`src/design/message_framing_record_parser_macros.svh`:
```
// Assertion macros shared by the parser RTL.
`ifndef MESSAGE_FRAMING_RECORD_PARSER_MACROS_SVH
`define MESSAGE_FRAMING_RECORD_PARSER_MACROS_SVH

// Same-cycle implication, checked out of reset.
`define MFRP_ASSERT_NOW(label, ante, cons) \
    label: assert property (@(posedge clk) disable iff (!rst_n) (ante) |-> (cons)) \
        else $error("parser assertion failed (same cycle)");

// Next-cycle implication, checked out of reset.
`define MFRP_ASSERT_NEXT(label, ante, cons) \
    label: assert property (@(posedge clk) disable iff (!rst_n) (ante) |=> (cons)) \
        else $error("parser assertion failed (next cycle)");

`endif

```
`src/design/mfrp_pkg.sv`:
```
`default_nettype none

package mfrp_pkg;

    typedef enum logic [12:0] {
        PH_TYPE      = 13'b0000000000001,
        PH_VER_MAJ   = 13'b0000000000010,
        PH_VER_MIN   = 13'b0000000000100,
        PH_MODE_TYPE = 13'b0000000001000,
        PH_MODE_VAL  = 13'b0000000010000,
        PH_VIA_TYPE  = 13'b0000000100000,
        PH_VIA_LEN   = 13'b0000001000000,
        PH_VIA_DATA  = 13'b0000010000000,
        PH_ENC_TYPE  = 13'b0000100000000,
        PH_ENC_VAL   = 13'b0001000000000,
        PH_ENC_END   = 13'b0010000000000,
        PH_ENV_LEN   = 13'b0100000000000,
        PH_ENV_DATA  = 13'b1000000000000
    } phase_t;

    typedef enum logic [1:0] {
        KIND_URL   = 2'd0,
        KIND_ENV   = 2'd1,
        KIND_REPLY = 2'd2,
        KIND_ERROR = 2'd3
    } kind_t;

    // record types
    localparam logic [7:0] REC_PREAMBLE = 8'h00;
    localparam logic [7:0] REC_ENVELOPE = 8'h06;
    localparam logic [7:0] REC_END      = 8'h07;

    // fixed preamble bytes
    localparam logic [7:0] VER_MAJOR    = 8'h01;
    localparam logic [7:0] VER_MINOR    = 8'h00;
    localparam logic [7:0] MODE_TYPE    = 8'h01;
    localparam logic [7:0] MODE_DUPLEX  = 8'h02;
    localparam logic [7:0] VIA_TYPE     = 8'h02;
    localparam logic [7:0] ENC_TYPE     = 8'h03;
    localparam logic [7:0] ENC_VAL      = 8'h00;
    localparam logic [7:0] ENC_BINARY   = 8'h0C;

    // reply bytes
    localparam logic [7:0] REPLY_ACK    = 8'h0B;
    localparam logic [7:0] REPLY_END    = 8'h07;

    localparam int unsigned SHIFT_W = 3;

endpackage

`default_nettype wire

```
`src/design/message_framing_record_parser.sv`:
```
// An accepted rx_byte is registered in the input stage (rx_reg) and its result in the
// output register, where the result is held while out_stall is high.
// Throughput: one byte per cycle; a byte that gives a result waits only while the
// output register is held by out_stall, a byte with no result never waits.
// Reset (rst_n, async, active low) empties both stages and returns the parser to
// the record-type phase with the connection open; no clearing pass is needed.
`default_nettype none

module message_framing_record_parser #(
    parameter int LEN_BITS = 32
) (
    input  wire logic       clk,
    input  wire logic       rst_n,
    input  wire logic       in_valid,
    output logic            in_stall,
    input  wire logic [7:0] rx_byte,
    output logic            out_valid,
    input  wire logic       out_stall,
    output logic [1:0]      kind,
    output logic [7:0]      data,
    output logic            last,
    output logic            conn_end
);

    `include "message_framing_record_parser_macros.svh"

    localparam int MAX_GROUPS = (LEN_BITS + 6) / 7;
    localparam int VW         = 7 * MAX_GROUPS + 1;
    localparam int SW         = mfrp_pkg::SHIFT_W;
    localparam logic [SW-1:0] SHIFT_LAST = SW'(MAX_GROUPS - 1);

    // input stage
    logic       s1_v_reg;
    logic [7:0] rx_reg;

    // parser state
    mfrp_pkg::phase_t      phase_reg, phase_next;
    logic [LEN_BITS-1:0]   bytes_left_reg, bytes_left_next;
    logic [LEN_BITS-1:0]   accum_reg, accum_next;
    logic [SW-1:0]         shift_reg, shift_next;
    logic                  closed_reg, closed_next;

    // result register
    logic                  out_v_reg;
    mfrp_pkg::kind_t       kind_reg;
    logic [7:0]            data_reg;
    logic                  last_reg;
    logic                  end_reg;

    // result of the byte in the input stage
    logic                  res_v;
    mfrp_pkg::kind_t       res_kind;
    logic [7:0]            res_data;
    logic                  res_last;
    logic                  res_end;

    logic                  out_free;
    logic                  s1_go;

    // varint group
    logic [5:0]            sh_amt;
    logic [VW-1:0]         grp_wide;
    logic                  grp_ovf;
    logic [LEN_BITS-1:0]   len_val;

    assign sh_amt   = {shift_reg, 3'b000} - {3'b000, shift_reg};
    assign grp_wide = {{(VW-7){1'b0}}, rx_reg[6:0]} << sh_amt;
    assign grp_ovf  = |grp_wide[VW-1:LEN_BITS];
    assign len_val  = accum_reg | grp_wide[LEN_BITS-1:0];

    always_comb
    begin
        phase_next      = phase_reg;
        bytes_left_next = bytes_left_reg;
        accum_next      = accum_reg;
        shift_next      = shift_reg;
        closed_next     = closed_reg;
        res_v           = 1'b0;
        res_kind        = mfrp_pkg::KIND_ERROR;
        res_data        = 8'h00;
        res_last        = 1'b0;
        res_end         = 1'b0;

        if (!closed_reg)
        begin
            unique case (phase_reg)
                mfrp_pkg::PH_TYPE:
                begin
                    if (rx_reg == mfrp_pkg::REC_PREAMBLE)
                    begin
                        phase_next = mfrp_pkg::PH_VER_MAJ;
                    end
                    else if (rx_reg == mfrp_pkg::REC_ENVELOPE)
                    begin
                        accum_next = '0;
                        shift_next = '0;
                        phase_next = mfrp_pkg::PH_ENV_LEN;
                    end
                    else if (rx_reg == mfrp_pkg::REC_END)
                    begin
                        closed_next = 1'b1;
                        res_v       = 1'b1;
                        res_kind    = mfrp_pkg::KIND_REPLY;
                        res_data    = mfrp_pkg::REPLY_END;
                        res_end     = 1'b1;
                    end
                    else
                    begin
                        res_v = 1'b1;
                    end
                end
                mfrp_pkg::PH_VER_MAJ:
                begin
                    if (rx_reg == mfrp_pkg::VER_MAJOR) phase_next = mfrp_pkg::PH_VER_MIN;
                    else res_v = 1'b1;
                end
                mfrp_pkg::PH_VER_MIN:
                begin
                    if (rx_reg == mfrp_pkg::VER_MINOR) phase_next = mfrp_pkg::PH_MODE_TYPE;
                    else res_v = 1'b1;
                end
                mfrp_pkg::PH_MODE_TYPE:
                begin
                    if (rx_reg == mfrp_pkg::MODE_TYPE) phase_next = mfrp_pkg::PH_MODE_VAL;
                    else res_v = 1'b1;
                end
                mfrp_pkg::PH_MODE_VAL:
                begin
                    if (rx_reg == mfrp_pkg::MODE_DUPLEX) phase_next = mfrp_pkg::PH_VIA_TYPE;
                    else res_v = 1'b1;
                end
                mfrp_pkg::PH_VIA_TYPE:
                begin
                    accum_next = '0;
                    shift_next = '0;
                    if (rx_reg == mfrp_pkg::VIA_TYPE) phase_next = mfrp_pkg::PH_VIA_LEN;
                    else res_v = 1'b1;
                end
                mfrp_pkg::PH_VIA_LEN, mfrp_pkg::PH_ENV_LEN:
                begin
                    if (grp_ovf)
                    begin
                        res_v = 1'b1;
                    end
                    else if (rx_reg[7])
                    begin
                        // more groups follow
                        accum_next = len_val;
                        if (shift_reg == SHIFT_LAST) res_v = 1'b1;
                        else shift_next = shift_reg + 1'b1;
                    end
                    else if (len_val == '0)
                    begin
                        res_v = 1'b1;
                    end
                    else
                    begin
                        bytes_left_next = len_val;
                        accum_next      = '0;
                        shift_next      = '0;
                        phase_next      = (phase_reg == mfrp_pkg::PH_VIA_LEN) ?
                                          mfrp_pkg::PH_VIA_DATA : mfrp_pkg::PH_ENV_DATA;
                    end
                end
                mfrp_pkg::PH_VIA_DATA, mfrp_pkg::PH_ENV_DATA:
                begin
                    bytes_left_next = bytes_left_reg - 1'b1;
                    res_v           = 1'b1;
                    res_kind        = (phase_reg == mfrp_pkg::PH_VIA_DATA) ?
                                      mfrp_pkg::KIND_URL : mfrp_pkg::KIND_ENV;
                    res_data        = rx_reg;
                    res_last        = (bytes_left_reg == LEN_BITS'(1));
                    if (res_last)
                    begin
                        phase_next = (phase_reg == mfrp_pkg::PH_VIA_DATA) ?
                                     mfrp_pkg::PH_ENC_TYPE : mfrp_pkg::PH_TYPE;
                    end
                end
                mfrp_pkg::PH_ENC_TYPE:
                begin
                    if (rx_reg == mfrp_pkg::ENC_TYPE) phase_next = mfrp_pkg::PH_ENC_VAL;
                    else res_v = 1'b1;
                end
                mfrp_pkg::PH_ENC_VAL:
                begin
                    if (rx_reg == mfrp_pkg::ENC_VAL) phase_next = mfrp_pkg::PH_ENC_END;
                    else res_v = 1'b1;
                end
                mfrp_pkg::PH_ENC_END:
                begin
                    if (rx_reg == mfrp_pkg::ENC_BINARY)
                    begin
                        phase_next = mfrp_pkg::PH_TYPE;
                        res_v      = 1'b1;
                        res_kind   = mfrp_pkg::KIND_REPLY;
                        res_data   = mfrp_pkg::REPLY_ACK;
                    end
                    else
                    begin
                        res_v = 1'b1;
                    end
                end
                default:
                begin
                    res_v = 1'b1;
                end
            endcase

            // any error result closes the connection
            if (res_v && (res_kind == mfrp_pkg::KIND_ERROR))
            begin
                closed_next = 1'b1;
                phase_next  = mfrp_pkg::PH_TYPE;
                res_end     = 1'b1;
                res_data    = 8'h00;
                res_last    = 1'b0;
            end
        end
    end

    // a byte with no result never waits on the output side
    assign out_free = !out_v_reg || !out_stall;
    assign s1_go    = s1_v_reg && (!res_v || out_free);
    assign in_stall = s1_v_reg && !s1_go;

    always_ff @(posedge clk or negedge rst_n)
    begin
        if (!rst_n)
        begin
            s1_v_reg       <= 1'b0;
            phase_reg      <= mfrp_pkg::PH_TYPE;
            bytes_left_reg <= '0;
            accum_reg      <= '0;
            shift_reg      <= '0;
            closed_reg     <= 1'b0;
            out_v_reg      <= 1'b0;
        end
        else
        begin
            if (in_valid && !in_stall) s1_v_reg <= 1'b1;
            else if (s1_go)            s1_v_reg <= 1'b0;

            if (s1_go)
            begin
                phase_reg      <= phase_next;
                bytes_left_reg <= bytes_left_next;
                accum_reg      <= accum_next;
                shift_reg      <= shift_next;
                closed_reg     <= closed_next;
            end

            if (s1_go && res_v) out_v_reg <= 1'b1;
            else if (!out_stall) out_v_reg <= 1'b0;
        end
    end

    always_ff @(posedge clk)
    begin
        if (in_valid && !in_stall) rx_reg <= rx_byte;
        // load the result register
        if (s1_go && res_v)
        begin
            kind_reg <= res_kind;
            data_reg <= res_data;
            last_reg <= res_last;
            end_reg  <= res_end;
        end
    end

    assign out_valid = out_v_reg;
    assign kind      = kind_reg;
    assign data      = data_reg;
    assign last      = last_reg;
    assign conn_end  = end_reg;

    `MFRP_ASSERT_NEXT(a_closed_sticky, closed_reg, closed_reg)
    `MFRP_ASSERT_NOW(a_error_closes,
        out_v_reg && (kind_reg == mfrp_pkg::KIND_ERROR), end_reg && (data_reg == 8'h00))
    `MFRP_ASSERT_NOW(a_last_on_payload,
        out_v_reg && last_reg,
        (kind_reg == mfrp_pkg::KIND_URL) || (kind_reg == mfrp_pkg::KIND_ENV))
    `MFRP_ASSERT_NOW(a_data_len_nonzero,
        (phase_reg == mfrp_pkg::PH_VIA_DATA) || (phase_reg == mfrp_pkg::PH_ENV_DATA),
        bytes_left_reg != '0)
    `MFRP_ASSERT_NOW(a_end_means_closed, out_v_reg && end_reg, closed_reg)
    `MFRP_ASSERT_NOW(a_closed_no_result, s1_go && closed_reg, !res_v)

endmodule

`default_nettype wire
```
`config.mk`:
```
export PLATFORM = sky130hd
export DESIGN_NAME = message_framing_record_parser
export DESIGN_NICKNAME = d
export VERILOG_FILES = /design/src/design/mfrp_pkg.sv /design/src/design/message_framing_record_parser.sv
export VERILOG_INCLUDE_DIRS = /design/src /design/src/design
export SDC_FILE = /design/constraint.sdc
export NUM_CORES = 1
export LEC_CHECK = 0
export BUFFER_PORTS_ARGS = -buffer_cell sky130_fd_sc_hd__buf_2
export CORE_AREA = 2 2 115 117
export CTS_BUF_LIST = sky130_fd_sc_hd__clkbuf_4 sky130_fd_sc_hd__clkbuf_8
export DETAILED_ROUTE_END_ITERATION = 8
export DIE_AREA = 0 0 117 119
export PLACE_DENSITY_LB_ADDON = 0.1
export SYNTH_ARGS = -nofsm -noshare
export SYNTH_HDL_FRONTEND = slang
export SYNTH_SLANG_ARGS = --single-unit
export TNS_END_PERCENT = 30
```
`constraint.sdc`:
```
create_clock -name clk -period 10.25 [get_ports clk]
set_input_delay 1.025 -clock clk [delete_from_list [all_inputs] [get_ports clk]]
set_output_delay 1.025 -clock clk [all_outputs]
set_load 0.02 [all_outputs]
```
# Word level (Yosys, flattened, before mapping)
# Index checks and enable logic that the tools add are counted.
# totals
out_inout_bits,14
reg_bits,103
# classes
n_eq_ne,43
n_mux,70
reduce_logical,30
bitwise_logic,3
add_sub_neg,3
n_shift,1
# ops
op,count
$mux 32,8
$mux 13,16
$pmux 13 s11,1
$pmux 32 s3,1
$pmux 32 s2,1
$ne 3x3->1 const B,14
$shl 7x6->36,1
$eq 32x1->1 const B,1
$logic_not 32->1,1
$or 32x32->32,1
$sub 32x1->32 const B,1
$mux 1,27
$mux 3,9
$pmux 8 s3,1
$eq 8x2->1 const B,2
$eq 8x3->1 const B,2
$reduce_and 16->1,1
$eq 13x1->1 const B,1
$eq 13x10->1 const B,1
$eq 13x11->1 const B,1
$eq 13x12->1 const B,1
$eq 13x13->1 const B,1
$eq 13x2->1 const B,1
$eq 13x3->1 const B,1
35 further kinds,55

# Depth between registers and ports, before layout
# depth
ltp_word,18
mapped_depth,19
ltp_nobuf,13

# Worst setup path after synthesis
# OpenSTA, ideal clock, no wires.
# synth_path
path_type,reg-to-output
start,reg shift_reg[1]
end,out in_stall
t_required_ns,9.225
slack_ns,5.664
n_path_buf,4
path_stages_with_launch,17
arrival_ns,3.561
path_cell_list,dfrtp_1 clkbuf_1 buf_2 inv_1 ha_1 ha_1 buf_2 buf_1 nor3_1 a22oi_1 o31ai_1 a2111oi_0 nand4_1 nor3_2 a31oi_4 nand2b_1 nor2_1
# synth_via
elab_chain_cells,15
# synth_rtl
element,line_no,source
start: declaration,message_framing_record_parser.sv:40,"logic [SW-1:0] shift_reg, shift_next;"
start signal: assignment,message_framing_record_parser.sv:248,shift_reg <= shift_next;
$sub 6x3->6,message_framing_record_parser.sv:66,"assign sh_amt = {shift_reg, 3'b000} - {3'b000, shift_reg};"
$shl 7x6->36,message_framing_record_parser.sv:67,"assign grp_wide = {{(VW-7){1'b0}}, rx_reg[6:0]} << sh_amt;"
$or 32x32->32,message_framing_record_parser.sv:69,assign len_val = accum_reg | grp_wide[LEN_BITS-1:0];
$logic_not 32->1,message_framing_record_parser.sv:152,else if (len_val == '0)
$mux 1,message_framing_record_parser.sv:152,
$mux 1,message_framing_record_parser.sv:145,else if (rx_reg[7])
$mux 1 *,message_framing_record_parser.sv:141,if (grp_ovf)
$pmux 1 s6 *,message_framing_record_parser.sv:86,unique case (phase_reg)
$mux 1 * (2 in a row),message_framing_record_parser.sv:84,if (!closed_reg)
$logic_not 1->1 *,message_framing_record_parser.sv:223,assign s1_go = s1_v_reg && (!res_v || out_free);
$logic_or 1x1->1 *,message_framing_record_parser.sv:223,
$logic_and 1x1->1 *,message_framing_record_parser.sv:223,
$logic_not 1->1 *,message_framing_record_parser.sv:224,assign in_stall = s1_v_reg && !s1_go;
$logic_and 1x1->1 *,message_framing_record_parser.sv:224,
end: declaration,message_framing_record_parser.sv:15,"output logic in_stall,"
# Every way passes the cells marked *; elsewhere a longest branch is shown, timed or not. The select of a mux whose other input is x is not followed.

# Final worst setup path
# layout_path
start,reg shift_reg[0]
end,out in_stall
# The elaborated chain is that of the path after synthesis.

==> run metrics <==
routability congestion estimate 0.9518; mapped cell area approximately 0.0069 sq mm; Crit Path Max Fanout 37; vias 6428; sw power 0.0002330 W; clk slew on worst S/H paths 0.09 ns; synthesized flop and latch total 103; post_cts resized 0; Worst-Skew Late Latency ~0.41 ns; synth top area cells dfrtp_1, edfxtp_1, a21oi_1; I/O Pins 26; htree depth 3; largest area contributor in the netlist dfrtp_1; number of synthesized flops with an enable pin 20; TritonCTS Sinks slightly above 100; CTS tree done; Syn Inst Count around 830; final hold vios 0; Core Area 0.01287 sq mm; cell-internal power 0.0005762 W; DRT Pass-1 Iters 5; CTS Root Cell clkbuf_8; Rel. slew slack 25.59%; row cnt 42; outcome finished clean; drt via density 6.486; Buffers on Ports 25; Final Max Slew Viols 0; Worst Path Required about 9 ns; Final Hold Slack about 0.47 ns; Final min period about 6.3 ns; sequential share of power 55.4%; Power, Total 0.0008092 W; share of cells above drive strength 1 between 10% and 20%; Mean Syn Cell Area 8.349 sq um; # setup viols final 0; ys flop type dfrtp_1; Num CTS Buffers 9; worst vdd ir 57.86 uV; DRT iter0 DRCs 817; Initial Utilization about 54%; # diodes 0; yosys warns 0; Clock power frac between 30% and 40%; Switching Share between 20% and 30%; Max Cap Viol 0; die area ~0.014 sq mm; Hold-fix buffers, CTS 0; antenna viol nets, final 0; commonest non-fill, non-tap cell in the layout a21oi_1; top-area cell type share of the netlist area between 20 and 30%; clk buf depth 2; total grt overflow 0; RSZ-0062 raised after global routing false; WS Path Type register to output port; antenna violations before repair 0; number of global-route vias before repair roughly 5800; Die W 117 microns; first-pass GRT wire length 32.14 mm; Total Nets Final 827; Max Fclk 159.9 MHz; synth unique cells 79; largest net degree at the start of global routing 71; Fill cells 1230; Leak ~3 nW; CP Capture Type output port; logic gate share of total power 12.0%; Mapped Nets 843; Hold Crit Class input port to asynchronous set/reset pin; Storage cell area around 0.0027 sq mm; Die H 119 microns; clk_skew 0.02015 ns; fraction of registers with async set/reset 80.58%; Multi-input gate area about 0.0038 sq mm; Startpoint Class register; sequential share of the synthesized area 38.84%; drt total wl approximately 20 mm; Detailed Place HPWL 14.55 mm; # Post-CTS Setup Buffers 0; Layout area overhead 4.390%; pin slew with the least headroom to its limit between 1 and 1.5 ns; TNS Setup 0 ns; most frequent cells in the layout a21oi_1, nor2_1, dfrtp_1; P per Cell Area ~110 mW/mm^2; Final Cycle Share 61.02%; Total GRT Usage about 30%; reg2reg path depth 14; Worst Path Arrival 5.23 ns; average wire per standard cell 20.58 microns; DRC 0
[power by group through the flow]
stage / Sequential [W] / Clock [W] / Combinational, W
floorplan: 0.000445 / 0 / 0.0000750
detailed placement: 0.000456 / 0 / 0.0000956
global route: 0.000450 / 0.000283 / 0.000108
CTS: 0.000448 / 0.000269 / 0.0000962
finish: 0.000448 / 0.000264 / 0.0000972
global placement: 0.000455 / 0 / 0.0000938
[layout make-up]
class	instances	area share, %
Sequential cell	103	37.21
Clock inverter	7	0.9906
Inverter	26	1.356
Tap cell	176	3.059
Timing Repair Buffer	31	2.398
Multi-Input combinational cell	639	53.27
Clock buffer	9	1.721
[per-layer routing]
layer | track usage [%] | part of all wire, %
met3 | 4.529 | 7.1
met5 | 0 | 0
met1 | 45.49 | 46
met4 | 9.338 | 2.2
met2 | 44.33 | 45
[cell usage after synthesis (all sizes together), types with 7 or more instances]
cell type,instances
nor2,95
nand4,15
and3,9
nand2,80
or4,9
nor4,16
or2,15
nor3,23
a32o,10
inv,25
clkbuf,28
a22oi,7
buf,30
a31oi,9
mux2,11
and2,8
nand3,37
nand2b,18
a21oi,96
edfxtp,20
nor2b,12
o21ai,34
o31ai,18
xor2,7
mux2i,16
o21a,7
dfrtp,82
[critical path, stage by stage (launching register included)]
cell	delay, ns
dfrtp_1	0.33
buf_4	0.34
clkinv_1	0.32
ha_1	0.38
ha_1	0.66
nor2b_1	0.34
and2_1	0.25
a221oi_1	0.70
nand3_1	0.15
nor4_1	0.27
and4_1	0.34
a31oi_4	0.13
nand2b_1	0.18
nor2_1	0.22
buf_2	0.21
[stage by stage]
stage | cells | setup WS [ns] | cell area, sq um | utilization, %
3_3_place_gp | 975 | 4.562 | 7004 | 54.40
3_5_place_dp | 975 | 4.521 | 7004 | 54.40
2_1_floorplan | 826 | 5.664 | 6897 | -
4_1_cts | 991 | 4.057 | 7199 | 55.92
6_report | 991 | 3.995 | 7199 | 55.92
5_1_grt | 991 | 3.614 | 7199 | 55.92
[kinds of logic after synthesis]
| kind of cell | Yosys count | synth area share, % |
|---|---|---|
| buffers and inverters | 84 | 5.606 |
| AND/OR/NAND/NOR | 363 | 26.61 |
| AO/OA/AOI/OAI | 231 | 21.75 |
| adder cells (fa/ha/maj) | 5 | 0.9071 |
| XOR/XNOR | 11 | 1.397 |
| flip-flops | 103 | 38.84 |
| multiplexers | 29 | 4.880 |
[worst paths after layout]
| path | startpoint | to | slack, ns |
|---|---|---|---|
| worst max-delay path | shift_reg[0] | in_stall | 4.00 |
| worst min-delay path | rst_n | phase_reg[2] | 0.47 |
| worst max register to register | shift_reg[0] | phase_reg[11] | 4.50 |
| worst min register to register | accum_reg[3] | accum_reg[3] | 0.50 |
| max in group asynchronous | rst_n | accum_reg[13] | 8.63 |
| min in group clk | accum_reg[3] | accum_reg[3] | 0.50 |
Power figures use the tool's default switching activity.
